==> src/gtm_pkg.sv <==
// Shared types, constants and elaboration-time helpers of the global tone mapper.
// No dependencies; every other file of the block but the request and result interfaces imports this package.
package gtm_pkg;

   // Default sizing of the block
   localparam int MAX_PIXELS_DEF     = 16777216;
   localparam int LOG_TABLE_BITS_DEF = 10;

   // Datapath widths
   localparam int XYZ_W       = 34;
   localparam int SUM_W       = 48;
   localparam int SCALE_W     = 32;
   localparam int DIV_W       = 64;
   localparam int QUEUE_DEPTH = 4;
   localparam int CSR_IDX_W   = 4;

   // Request codes
   localparam logic [1:0] REQ_ACCUM     = 2'd0;
   localparam logic [1:0] REQ_END_FRAME = 2'd1;
   localparam logic [1:0] REQ_MAP       = 2'd2;
   localparam logic [1:0] REQ_RESERVED  = 2'd3;

   // Result kinds
   localparam logic RESULT_PIXEL  = 1'b0;
   localparam logic RESULT_REPORT = 1'b1;

   // Register indexes
   localparam logic [CSR_IDX_W-1:0] CSR_KEY_VALUE = 4'd0;
   localparam logic [CSR_IDX_W-1:0] CSR_EPSILON   = 4'd1;

   localparam logic [15:0] KEY_RESET = 16'd737;
   localparam logic [15:0] EPS_RESET = 16'd1;

   // 0.0001 in Q24, added before the logarithm
   localparam logic [XYZ_W-1:0] LOG_BIAS = 34'd1678;

   // One queued item: request code plus the pixel in XYZ, Q24
   typedef struct packed {
      logic [1:0]       req_type;
      logic [XYZ_W-1:0] x;
      logic [XYZ_W-1:0] y;
      logic [XYZ_W-1:0] z;
   } gtm_item_type;

   // sRGB to XYZ, Q16
   localparam logic [15:0] TO_XYZ [3][3] = '{
      '{16'd27026, 16'd23435, 16'd11828},
      '{16'd13936, 16'd46869, 16'd4731},
      '{16'd1267,  16'd7812,  16'd62294}
   };

   // XYZ to sRGB, signed Q16
   localparam logic signed [18:0] TO_RGB [3][3] = '{
      '{ 19'sd212400, -19'sd100754, -19'sd32677},
      '{-19'sd63520,   19'sd122943,  19'sd2723},
      '{ 19'sd3646,   -19'sd13368,   19'sd69270}
   };

   // Integer square root, bit by bit
   function automatic logic [63:0] isqrt64(input logic [63:0] a);
      logic [63:0] res;
      logic [63:0] bit_v;
      logic [63:0] rem;
      res   = '0;
      bit_v = 64'h4000_0000_0000_0000;
      rem   = a;
      for (int i = 0; i < 32; i++) begin
         if (rem >= res + bit_v) begin
            rem = rem - (res + bit_v);
            res = (res >> 1) + bit_v;
         end else begin
            res = res >> 1;
         end
         bit_v = bit_v >> 2;
      end
      return res;
   endfunction

   // 2^(2^-k) in Q30, by repeated square roots starting from 2.0
   function automatic logic [30:0] root_q30(input int k);
      logic [63:0] root;
      root = 64'h8000_0000;
      for (int j = 1; j <= k; j++) begin
         root = isqrt64(root << 30);
      end
      return root[30:0];
   endfunction

endpackage

==> src/gtm_queue.sv <==
// Short FIFO between the front end and the back end.
// Depends on gtm_pkg for the item type and depth.
module gtm_queue (
   input  logic                  clock,
   input  logic                  reset,
   input  gtm_pkg::gtm_item_type in_item,
   input  logic                  in_valid,
   output logic                  in_ready,
   output gtm_pkg::gtm_item_type out_item,
   output logic                  out_valid,
   input  logic                  out_ready
);
   import gtm_pkg::*;

   localparam int PTR_W = $clog2(QUEUE_DEPTH);

   gtm_item_type     mem [QUEUE_DEPTH];
   logic [PTR_W-1:0] wr_ptr_ff;
   logic [PTR_W-1:0] rd_ptr_ff;
   logic [PTR_W:0]   count_ff;
   logic             push;
   logic             pop;

   assign in_ready  = (count_ff != (PTR_W+1)'(QUEUE_DEPTH));
   assign out_valid = (count_ff != '0);
   assign push      = in_valid && in_ready;
   assign pop       = out_valid && out_ready;
   assign out_item  = mem[rd_ptr_ff];

   // Advance pointers and occupancy
   always_ff @(posedge clock) begin
      if (reset) begin
         wr_ptr_ff <= '0;
         rd_ptr_ff <= '0;
         count_ff  <= '0;
      end else begin
         if (push) wr_ptr_ff <= wr_ptr_ff + PTR_W'(1);
         if (pop)  rd_ptr_ff <= rd_ptr_ff + PTR_W'(1);
         if (push && !pop)      count_ff <= count_ff + (PTR_W+1)'(1);
         else if (pop && !push) count_ff <= count_ff - (PTR_W+1)'(1);
      end
   end

   always_ff @(posedge clock) begin
      if (push) begin
         mem[wr_ptr_ff] <= in_item;
      end
   end
endmodule

==> config.mk <==
export PLATFORM = sky130hd
export DESIGN_NAME = gtm_queue
export DESIGN_NICKNAME = d
export VERILOG_FILES = /design/src/gtm_pkg.sv /design/src/gtm_queue.sv
export SDC_FILE = /design/constraint.sdc
export NUM_CORES = 1
export LEC_CHECK = 0
export BUFFER_PORTS_ARGS = -buffer_cell sky130_fd_sc_hd__buf_2
export CAP_MARGIN = 30
export CORE_ASPECT_RATIO = 0.5
export CORE_MARGIN = 3
export CORE_UTILIZATION = 45
export CTS_CLUSTER_SIZE = 12
export DETAILED_ROUTE_END_ITERATION = 6
export PLACE_DENSITY_LB_ADDON = 0.12
export SYNTH_ARGS = -nofsm -noshare
export SYNTH_HDL_FRONTEND = slang
export SYNTH_SLANG_ARGS = --single-unit
==> constraint.sdc <==
create_clock -name clock -period 3.65 [get_ports clock]
set_input_delay 0.365 -clock clock [delete_from_list [all_inputs] [get_ports clock]]
set_output_delay 0.365 -clock clock [all_outputs]
set_load 0.005 [all_outputs]
==> results.json <==
{
  "status": "complete, no violations",
  "wire_per_inst_um": 22.7,
  "drive_above_1_share_pct": 45.1,
  "synth_top_cell_by_area": "edfxtp_1",
  "cts_num_sinks": 425,
  "final_antenna_net_count": 0,
  "tns_ns": 0,
  "hpwl_um": 18100,
  "via_count": 6862,
  "cts_hold_buf": 0,
  "fin_crit_sh_pct": 74.7,
  "start_kind": "register",
  "firstDrtPassIters": 4,
  "vias_per_cell": 5.29,
  "synth_top_family_by_area": "multiplexers",
  "final.fill_count": 2571,
  "path_max_fanout": 29,
  "area_delta_synth_final_pct": 18.2,
  "worstPathArrival_ns": 2.36,
  "grt-ovfl-total": 0,
  "grt_pass1_vias": 7395,
  "htreeDepth": 2,
  "grt_max_degree": 63,
  "ys_top_cells_by_count": "edfxtp_1 (416), mux4_2 (104), buf_2 (11), dfxtp_1 (9), nor2_1 (8)",
  "hold_viol": 0,
  "gr-usage-met1_pct": 21.1,
  "hold_class": "primary input to register",
  "cts_tree": "done",
  "fmax_mhz": 367,
  "gp_congestion": 0.697,
  "final_nets": 954,
  "clockBufferDepth": 3,
  "tightest_slew_ns": 0.785,
  "ys.flop_type": "edfxtp_1",
  "yosys.area_share.simple_pct": 0.541,
  "slew_violations": 0,
  "dieHeight_um": 137,
  "drc_errors": 0,
  "synthArstFlopShare_pct": 0,
  "grt_pass1_wl_um": 44200,
  "start_util_pct": 46.3,
  "yosysSeqAreaShare_pct": 81.8,
  "synth_compound_area_share_pct": 0.242,
  "cts-root-buf": "clkbuf_16",
  "synth_edf_count": 416,
  "numCtsBuffers": 41,
  "clk_pin_slew_worst_paths_ns": 0.06,
  "relSlewSlack_pct": 47.7,
  "end_kind": "output port",
  "totalWireLength_um": 29500,
  "finClkSkew_ns": 0.0120,
  "critical_path.cell_chain": "buf_12 > mux4_2 > buf_2",
  "coreArea_um2": 33500,
  "drv_cap": 0,
  "yosysMostFrequentCell": "edfxtp_1",
  "cpMaxStageDelayCell": "dfxtp_4",
  "clock_latency_ns": 0.53,
  "slowest_delay_ns": 0.77,
  "critPathKind": "register to output port",
  "dpl.cell_count": 1238,
  "diodes": 0,
  "synth_area_leaders": "edfxtp_1 (81%), mux4_2 (15%), dfxtp_1 (1.2%)",
  "ys_ff_latch": 425,
  "met2_usage_pct": 28.3,
  "pin_count": 214,
  "drtIter0Drc": 381,
  "synth-xor-area-share_pct": 0.226,
  "antenna_found_initial": 2,
  "rsz0062_at_grt": "no",
  "netlist.area_leader.share_pct": 80.6,
  "grt.busiest_layer": "met2",
  "postSynthAreaPerCell_um2": 26.2,
  "path_delay_family": "flip-flops",
  "die_area_um2": 36800,
  "setup-violations-final": 0,
  "synth_fp_nets": 706,
  "ys_types": 23,
  "period_needed_ns": 2.73,
  "muxShareOfSynthArea_pct": 15.3,
  "critPathRequiredTime_ns": 3.28,
  "stdcell_count": 1297,
  "cts_resized": 0,
  "synth_warnings": 0,
  "die_x_um": 268,
  "num_rows": 47,
  "path_buf_inv": 2,
  "grt_usage_pct": 16.2,
  "post_cts_buffers": 0,
  "total_leakage_power_nw": 6.08,
  "syn_inst": 592,
  "powerDensity_nw_per_um2": 688,
  "place.port_buffers": 213,
  "max-vdd-ir-drop_mv": 0.285,
  "synth_area_um2": 15500,
  "synth_adder_area_share_pct": 0.533,
  "use_met3_pct": 3.62
}
power breakdown:
| group | internal [mW] | leakage [nW] | switching, mW | total [mW] |
|---|---|---|---|---|
| clock | 2.13 | 0.553 | 1.62 | 3.75 |
| sequential | 5.92 | 3.89 | 0.223 | 6.15 |
| combinational | 1.43 | 1.64 | 1.26 | 2.69 |
routing by layer:
metal | part of all wire [%] | vias up | wire length [um]
li1 | - | 3040 | -
met1 | 41 | 3642 | 12100
met2 | 53 | 126 | 15500
met3 | 4.7 | 50 | 1370
met4 | 1.7 | 4 | 498
met5 | 0.071 | - | 21
worst register-to-register path, stage by stage, from the launching register on:
cell and delay, ns:
dfxtp_1 0.45, nor2_1 0.11, a21boi_2 0.36, and2_4 0.73, buf_12 0.36
flip-flops by register name, summed over array words and instances (netlist names), named ones only:
name       count
count_ff       3
wr_ptr_ff      2
mem          416
rd_ptr_ff      2
stage by stage:
step                power [mW]  area, um^2  setup slack [ns]  hold WS, ns  utilization [%]
floorplan                 7.90       15500              1.11        0.464                -
global placement          9.01       17200              1.33        0.500             51.3
detailed placement        9.06       17200              1.29        0.517             51.3
CTS                       12.8       18300             0.829       0.0201             54.7
global route              13.2       18300             0.739       0.0166             54.7
finish                    12.6       18300             0.923       0.0453             54.7
final timing paths:
| check | startpoint | to | cells past startpoint | slack, ns |
|---|---|---|---|---|
| setup / recovery | register | out_item[55] | 3 | 0.92 |
| hold / removal | in_item[61] | mem[3][61] | 1 | 0.05 |
| setup reg to reg | count_ff[0] | mem[1][32] | 4 | 1.31 |
| hold reg to reg | wr_ptr_ff[1] | wr_ptr_ff[1] | 2 | 0.52 |
cell families (layout without fill, tap and decap cells):
kind of cell | count (synthesis) | after routing
AOI/OAI and AO/OA | 5 | 5
xor gates and xnor gates | 4 | 4
adders and majority gates | 6 | 6
buffers and inverters | 28 | 292
DFF | 425 | 425
muxes | 107 | 107
and+or+nand+nor | 17 | 17
final cells by class:
class	instances	area, um^2	area share, %
flip-flops and latches	425	12700	69.2
multi-input cells	139	2620	14.3
repair buffers	230	1310	7.13
clock buffers	57	1130	6.16
well taps	441	552	3.01
clock inverters	2	12.5	0.0683
inverters	3	11.3	0.0615
placed cells by master, fill, tap and decap left out, types with 3 or more instances in the layout:
master | synthesis | layout
edfxtp_1 | 416 | 416
buf_12 | 0 | 9
buf_4 | 0 | 8
dfxtp_1 | 9 | 7
mux4_2 | 104 | 104
clkbuf_1 | 6 | 14
xor2_1 | 4 | 4
ha_1 | 5 | 5
inv_1 | 3 | 3
nor2_1 | 8 | 8
and2_4 | 0 | 4
buf_2 | 11 | 213
clkbuf_16 | 0 | 43
No activity file was read; power rests on OpenSTA's default activity.
