===== config.mk =====
export PLATFORM = sky130hd
export DESIGN_NAME = gtm_front_flat
export DESIGN_NICKNAME = d
export VERILOG_FILES = /design/src/gtm_pkg.sv /design/src/gtm_req_if.sv /design/src/gtm_front.sv /design/src/flat_wrapper.sv
export SDC_FILE = /design/constraint.sdc
export NUM_CORES = 2
export LEC_CHECK = 0
export ABC_AREA = 0
export BUFFER_PORTS_ARGS = -buffer_cell sky130_fd_sc_hd__buf_2
export CORE_ASPECT_RATIO = 1.75
export CORE_MARGIN = 10
export CORE_UTILIZATION = 66
export DETAILED_ROUTE_END_ITERATION = 16
export PLACE_DENSITY = 0.81
export SLEW_MARGIN = 5
export SYNTH_ARGS = -nofsm -noshare
export SYNTH_HDL_FRONTEND = slang
export SYNTH_SLANG_ARGS = --single-unit

===== constraint.sdc =====
create_clock -name clock -period 11.8 [get_ports clock]
set_input_delay 0.59 -clock clock [delete_from_list [all_inputs] [get_ports clock]]
set_output_delay 0.59 -clock clock [all_outputs]
set_load 0.02 [all_outputs]

===== src/gtm_pkg.sv =====
// Shared types, constants and elaboration-time helpers of the global tone mapper.
// No dependencies; every other file of the block but the request and result interfaces imports this package.
package gtm_pkg;

   // Default sizing of the block
   localparam int MAX_PIXELS_DEF     = 16777216;
   localparam int LOG_TABLE_BITS_DEF = 10;

   // Datapath widths
   localparam int XYZ_W       = 34;
   localparam int SUM_W       = 48;
   localparam int SCALE_W     = 32;
   localparam int DIV_W       = 64;
   localparam int QUEUE_DEPTH = 4;
   localparam int CSR_IDX_W   = 4;

   // Request codes
   localparam logic [1:0] REQ_ACCUM     = 2'd0;
   localparam logic [1:0] REQ_END_FRAME = 2'd1;
   localparam logic [1:0] REQ_MAP       = 2'd2;
   localparam logic [1:0] REQ_RESERVED  = 2'd3;

   // Result kinds
   localparam logic RESULT_PIXEL  = 1'b0;
   localparam logic RESULT_REPORT = 1'b1;

   // Register indexes
   localparam logic [CSR_IDX_W-1:0] CSR_KEY_VALUE = 4'd0;
   localparam logic [CSR_IDX_W-1:0] CSR_EPSILON   = 4'd1;

   localparam logic [15:0] KEY_RESET = 16'd737;
   localparam logic [15:0] EPS_RESET = 16'd1;

   // 0.0001 in Q24, added before the logarithm
   localparam logic [XYZ_W-1:0] LOG_BIAS = 34'd1678;

   // One queued item: request code plus the pixel in XYZ, Q24
   typedef struct packed {
      logic [1:0]       req_type;
      logic [XYZ_W-1:0] x;
      logic [XYZ_W-1:0] y;
      logic [XYZ_W-1:0] z;
   } gtm_item_type;

   // sRGB to XYZ, Q16
   localparam logic [15:0] TO_XYZ [3][3] = '{
      '{16'd27026, 16'd23435, 16'd11828},
      '{16'd13936, 16'd46869, 16'd4731},
      '{16'd1267,  16'd7812,  16'd62294}
   };

   // XYZ to sRGB, signed Q16
   localparam logic signed [18:0] TO_RGB [3][3] = '{
      '{ 19'sd212400, -19'sd100754, -19'sd32677},
      '{-19'sd63520,   19'sd122943,  19'sd2723},
      '{ 19'sd3646,   -19'sd13368,   19'sd69270}
   };

   // Integer square root, bit by bit
   function automatic logic [63:0] isqrt64(input logic [63:0] a);
      logic [63:0] res;
      logic [63:0] bit_v;
      logic [63:0] rem;
      res   = '0;
      bit_v = 64'h4000_0000_0000_0000;
      rem   = a;
      for (int i = 0; i < 32; i++) begin
         if (rem >= res + bit_v) begin
            rem = rem - (res + bit_v);
            res = (res >> 1) + bit_v;
         end else begin
            res = res >> 1;
         end
         bit_v = bit_v >> 2;
      end
      return res;
   endfunction

   // 2^(2^-k) in Q30, by repeated square roots starting from 2.0
   function automatic logic [30:0] root_q30(input int k);
      logic [63:0] root;
      root = 64'h8000_0000;
      for (int j = 1; j <= k; j++) begin
         root = isqrt64(root << 30);
      end
      return root[30:0];
   endfunction

endpackage


===== src/gtm_req_if.sv =====
// Request channel of the tone mapper: valid/ready plus the input item.
// Depends on nothing.
interface gtm_req_if;
   logic        valid;
   logic        ready;
   logic [1:0]  req_type;
   logic [15:0] red;
   logic [15:0] green;
   logic [15:0] blue;

   modport source (output valid, req_type, red, green, blue, input ready);
   modport sink   (input valid, req_type, red, green, blue, output ready);
endinterface


===== src/gtm_front.sv =====
// Front end: accepts requests, drops unused codes, converts pixels to XYZ.
// Depends on gtm_pkg and gtm_req_if.
module gtm_front (
   input  logic                  clock,
   input  logic                  reset,
   gtm_req_if.sink               req_in,
   output gtm_pkg::gtm_item_type item_out,
   output logic                  item_valid,
   input  logic                  item_ready
);
   import gtm_pkg::*;

   logic         stage_valid_ff;
   logic         stage_valid_in;
   gtm_item_type item_ff;
   gtm_item_type item_in;
   logic         accept;
   logic [XYZ_W-1:0] xyz [3];

   // Matrix product, exact in Q24
   always_comb begin
      for (int r = 0; r < 3; r++) begin
         xyz[r] = XYZ_W'(TO_XYZ[r][0]) * XYZ_W'(req_in.red)
                + XYZ_W'(TO_XYZ[r][1]) * XYZ_W'(req_in.green)
                + XYZ_W'(TO_XYZ[r][2]) * XYZ_W'(req_in.blue);
      end
   end

   assign req_in.ready = !stage_valid_ff || item_ready;
   assign accept       = req_in.valid && req_in.ready;

   // Load the stage on a transfer; drop reserved codes
   always_comb begin
      item_in.req_type = req_in.req_type;
      item_in.x        = xyz[0];
      item_in.y        = xyz[1];
      item_in.z        = xyz[2];
      if (accept) begin
         stage_valid_in = (req_in.req_type != REQ_RESERVED);
      end else if (item_ready) begin
         stage_valid_in = 1'b0;
      end else begin
         stage_valid_in = stage_valid_ff;
      end
   end

   always_ff @(posedge clock) begin
      if (reset) begin
         stage_valid_ff <= 1'b0;
      end else begin
         stage_valid_ff <= stage_valid_in;
      end
   end

   always_ff @(posedge clock) begin
      if (accept) begin
         item_ff <= item_in;
      end
   end

   assign item_out   = item_ff;
   assign item_valid = stage_valid_ff;
endmodule


===== src/flat_wrapper.sv =====
// flat-port wrapper written by rule: the top's interface ports become plain ports
module gtm_front_flat import gtm_pkg::*;
  (clock, reset, item_out, item_valid, item_ready, req_in_valid, req_in_req_type, req_in_red, req_in_green, req_in_blue, req_in_ready);
  gtm_req_if req_in_i ();
  input  logic clock;
  input  logic reset;
  output gtm_pkg::gtm_item_type item_out;
  output logic item_valid;
  input  logic item_ready;
  input wire logic [$bits(req_in_i.valid)-1:0] req_in_valid;
  input wire logic [$bits(req_in_i.req_type)-1:0] req_in_req_type;
  input wire logic [$bits(req_in_i.red)-1:0] req_in_red;
  input wire logic [$bits(req_in_i.green)-1:0] req_in_green;
  input wire logic [$bits(req_in_i.blue)-1:0] req_in_blue;
  output wire logic [$bits(req_in_i.ready)-1:0] req_in_ready;
  assign req_in_i.valid = req_in_valid;
  assign req_in_i.req_type = req_in_req_type;
  assign req_in_i.red = req_in_red;
  assign req_in_i.green = req_in_green;
  assign req_in_i.blue = req_in_blue;
  assign req_in_ready = req_in_i.ready;
  gtm_front u_core (.clock(clock), .reset(reset), .req_in(req_in_i), .item_out(item_out), .item_valid(item_valid), .item_ready(item_ready));
endmodule

==> metrics.txt <==
# TYPE chip_impl_metric gauge
chip_impl_info{name="outcome",value="finished clean"} 1
chip_impl_metric{name="grt_first_pass_wirelength",unit="µm"} 192000
chip_impl_metric{name="detailroute.via_count",unit=""} 31174
chip_impl_metric{name="number_of_buffers_inserted_to_repair_setup_after_cts",unit=""} 0
chip_impl_metric{name="ys_types",unit=""} 73
chip_impl_metric{name="period_needed",unit="ps"} 11040
chip_impl_info{name="postSynth.topFlopCell",value="edfxtp_1"} 1
chip_impl_metric{name="detail_route.first_pass.iterations",unit=""} 6
chip_impl_metric{name="core_area",unit="µm²"} 63000
chip_impl_metric{name="avgSynthCellArea",unit="µm²"} 9.79
chip_impl_metric{name="routed_wirelength",unit="µm"} 124000
chip_impl_metric{name="dieWidth",unit="µm"} 210
chip_impl_metric{name="fraction_of_layout_instances_using_a_drive_strength_above_1",unit=""} 0.0511
chip_impl_metric{name="layoutNonFillerInstCount",unit=""} 5266
chip_impl_metric{name="post-route-period-util",unit=""} 0.936
chip_impl_metric{name="synthToLayoutAreaGrowth",unit="%"} 5.52
chip_impl_metric{name="synthesis.area",unit="µm²"} 41800
chip_impl_metric{name="cts.reportedPaths.clkPinSlew",unit="ps"} 90
chip_impl_metric{name="die-height",unit="µm"} 353
chip_impl_metric{name="cts_stage_hold_buffer_count",unit=""} 0
chip_impl_metric{name="finalNetCount",unit=""} 6100
chip_impl_metric{name="post-route-drc-count",unit=""} 0
chip_impl_metric{name="final.fill_count",unit=""} 4969
chip_impl_metric{name="pin_count_of_the_biggest_net_entering_global_routing",unit=""} 59
chip_impl_metric{name="ant_nets",unit=""} 0
chip_impl_metric{name="h-tree-depth",unit=""} 3
chip_impl_metric{name="finalCoreUtilization",unit=""} 0.699
chip_impl_metric{name="start_util",unit=""} 0.662
chip_impl_metric{name="placementRows",unit=""} 122
chip_impl_metric{name="area_of_the_die",unit="µm²"} 74100
chip_impl_metric{name="synth-edff-count",unit=""} 102
chip_impl_metric{name="globalRoute.totalOverflow",unit=""} 0
chip_impl_metric{name="drv.max_cap_violation_count",unit=""} 0
chip_impl_metric{name="cp_data_required_time",unit="ps"} 11960
chip_impl_metric{name="data_arrival_time_of_the_critical_path",unit="ps"} 11200
chip_impl_metric{name="final_count_of_pins_violating_max_slew",unit=""} 0
chip_impl_metric{name="async_set_or_reset_register_ratio_after_synthesis",unit=""} 0
chip_impl_info{name="crit_path_top_delay_cell",value="fa_1"} 1
chip_impl_metric{name="grt_pass1_vias",unit=""} 34286
chip_impl_info{name="clock-root-buffer",value="clkbuf_16"} 1
chip_impl_metric{name="slew-limit-headroom",unit=""} 0.189
chip_impl_metric{name="worstMarginPinSlew",unit="ps"} 1210
chip_impl_metric{name="synth.ff_latch_count",unit=""} 103
chip_impl_metric{name="globalplace.congestion",unit=""} 1.03
chip_impl_metric{name="slowest_cell_delay_on_critical_path",unit="ps"} 550
chip_impl_metric{name="routed_via_density",unit=""} 5.92
chip_impl_metric{name="insertion_delay",unit="ps"} 410
chip_impl_metric{name="io-pin-count",unit=""} 160
chip_impl_info{name="rsz_0062_raised_after_global_routing",value="no"} 1
chip_impl_metric{name="timing.final.setup_violations",unit=""} 0
chip_impl_metric{name="tritoncts_num_sinks",unit=""} 103
chip_impl_metric{name="avgRoutedWirePerCell",unit="µm"} 23.5
chip_impl_metric{name="cts_resized",unit=""} 0
chip_impl_metric{name="max_fanout_on_critical_path",unit=""} 5
chip_impl_metric{name="setup_total_negative_slack",unit="ps"} 0
chip_impl_metric{name="post_synth_inst_count",unit=""} 4267
chip_impl_info{name="critical_path.startpoint_type",value="input pin"} 1
chip_impl_metric{name="post-dp-hpwl",unit="µm"} 109000
chip_impl_metric{name="dp_cells",unit=""} 5248
chip_impl_metric{name="synth.yosys.seq_area_share",unit=""} 0.0738
chip_impl_info{name="clock_tree_from_tritoncts",value="built"} 1
chip_impl_metric{name="placed_area",unit="µm²"} 43700
chip_impl_info{name="crit_path_frequent_cell",value="fa_1"} 1
chip_impl_metric{name="groute.usage.overall",unit=""} 0.345
chip_impl_metric{name="ys.warnings.count",unit=""} 0
chip_impl_metric{name="clk_path_buf_depth",unit=""} 2
chip_impl_metric{name="fin_worst_skew",unit="ps"} 18.6
chip_impl_metric{name="number_of_buffers_added_on_ports",unit=""} 157
chip_impl_metric{name="cts-buffers-inserted",unit=""} 9
chip_impl_metric{name="max_freq",unit="GHz"} 0.0906
chip_impl_info{name="hp_class",value="input pin to flip-flop"} 1
chip_impl_metric{name="final_design_area_no_fill",unit="µm²"} 44100
chip_impl_metric{name="finalHoldViolCount",unit=""} 0
chip_impl_info{name="setup.worst_path.class",value="input pin to flip-flop"} 1
chip_impl_metric{name="dr.first_iter.drc_count",unit=""} 1769
chip_impl_info{name="crit_path_end_kind",value="flip-flop"} 1
chip_impl_metric{name="number_of_antenna_violations_at_the_first_check_in_global_routing",unit=""} 5
-- kinds of logic after synthesis --
family	Yosys count	share of synthesized area
AO/OA/AOI/OAI	671	0.105
XOR/XNOR	259	0.0545
adder cells (fa/ha/maj)	1593	0.606
buffers and inverters	1169	0.105
flip-flops	103	0.0738
multiplexers	4	0.000959
other	1	0.0000898
AND/OR/NAND/NOR	467	0.0546
-- cells in the final DEF (no fill, tap or decap), types with 29 or more instances in the layout --
cell / Yosys / routed
o21bai_1: 38 / 38
xnor2_1: 188 / 188
xor2_1: 70 / 70
nand2_1: 102 / 102
o21ai_0: 108 / 108
ha_1: 879 / 879
nor2_1: 123 / 123
edfxtp_1: 102 / 102
a21o_1: 105 / 105
nand3_1: 45 / 45
a21oi_1: 212 / 212
fa_1: 714 / 714
buf_2: 0 / 157
nand2b_1: 29 / 29
inv_1: 1163 / 1163
nor3_1: 43 / 43
o21a_1: 36 / 36
-- stage by stage --
| step | setup slack (ps) | hold slack, ps |
|---|---|---|
| floorplan | 1370 | 659 |
| global placement | 543 | 492 |
| detailed placement | 400 | 524 |
| CTS | 795 | 341 |
| global route | 142 | 347 |
| finish | 760 | 347 |
-- worst paths after layout --
path / start / to / slack (ps) / depth (start not counted)
max: req_in_red[7] / u_core.item_out[66] / 760 / 45
min: reset / u_core.item_valid / 350 / 2
max reg2reg: u_core.item_valid / u_core.item_out[15] / 9600 / 3
min reg2reg: u_core.item_valid / u_core.item_valid / 530 / 2
-- state kept, by name, indices dropped and copies added, names as in the netlist --
signal and cells:
u_core.item_out 102, u_core.item_valid 1
-- cell type report --
class / count / area, µm² / area share
antenna: 2 / 5.00 / 0.000114
clock inverter: 6 / 116 / 0.00264
inverter: 1163 / 4370 / 0.0991
tap: 806 / 1010 / 0.0229
timing repair buffer: 180 / 958 / 0.0218
sequential: 103 / 3080 / 0.0700
clock buffer: 10 / 239 / 0.00542
multi-input combinational: 2996 / 34300 / 0.778
-- synth_stat cells, types with 10 or more instances --
library cell | count | area share
a211oi_1 | 21 | 0.0038
a21boi_0 | 12 | 0.0022
a21o_1 | 105 | 0.019
a21oi_1 | 212 | 0.025
a31oi_1 | 19 | 0.0028
and2_1 | 10 | 0.0015
and3_1 | 21 | 0.0031
edfxtp_1 | 102 | 0.073
fa_1 | 714 | 0.34
ha_1 | 879 | 0.26
inv_1 | 1163 | 0.10
nand2_1 | 102 | 0.0092
nand2b_1 | 29 | 0.0043
nand3_1 | 45 | 0.0054
nand4_1 | 14 | 0.0021
nor2_1 | 123 | 0.011
nor2b_1 | 25 | 0.0037
nor3_1 | 43 | 0.0052
o211ai_1 | 14 | 0.0025
o21a_1 | 36 | 0.0065
o21ai_0 | 108 | 0.013
o21bai_1 | 38 | 0.0068
o31ai_1 | 11 | 0.0020
or2_2 | 14 | 0.0021
or3_1 | 15 | 0.0022
xnor2_1 | 188 | 0.039
xor2_1 | 70 | 0.015
-- metal layers --
metal | part of all wire | GRT usage
met5 | 0.00012 | 0
met4 | 0.12 | 0.349
met3 | 0.055 | 0.0528
met2 | 0.50 | 0.597
met1 | 0.32 | 0.340
-- worst max-delay path: cells and delay by family --
family          cells  cell delay (ps)
compound gates     18             3390
fa+ha+maj          13             5760
buf+inv             9              690
xor+xnor            3              410
simple gates        2              360
Power is left out: the tool's default activity adds up to more than one toggle a clock period on the data nets, which glitch-free logic cannot reach.
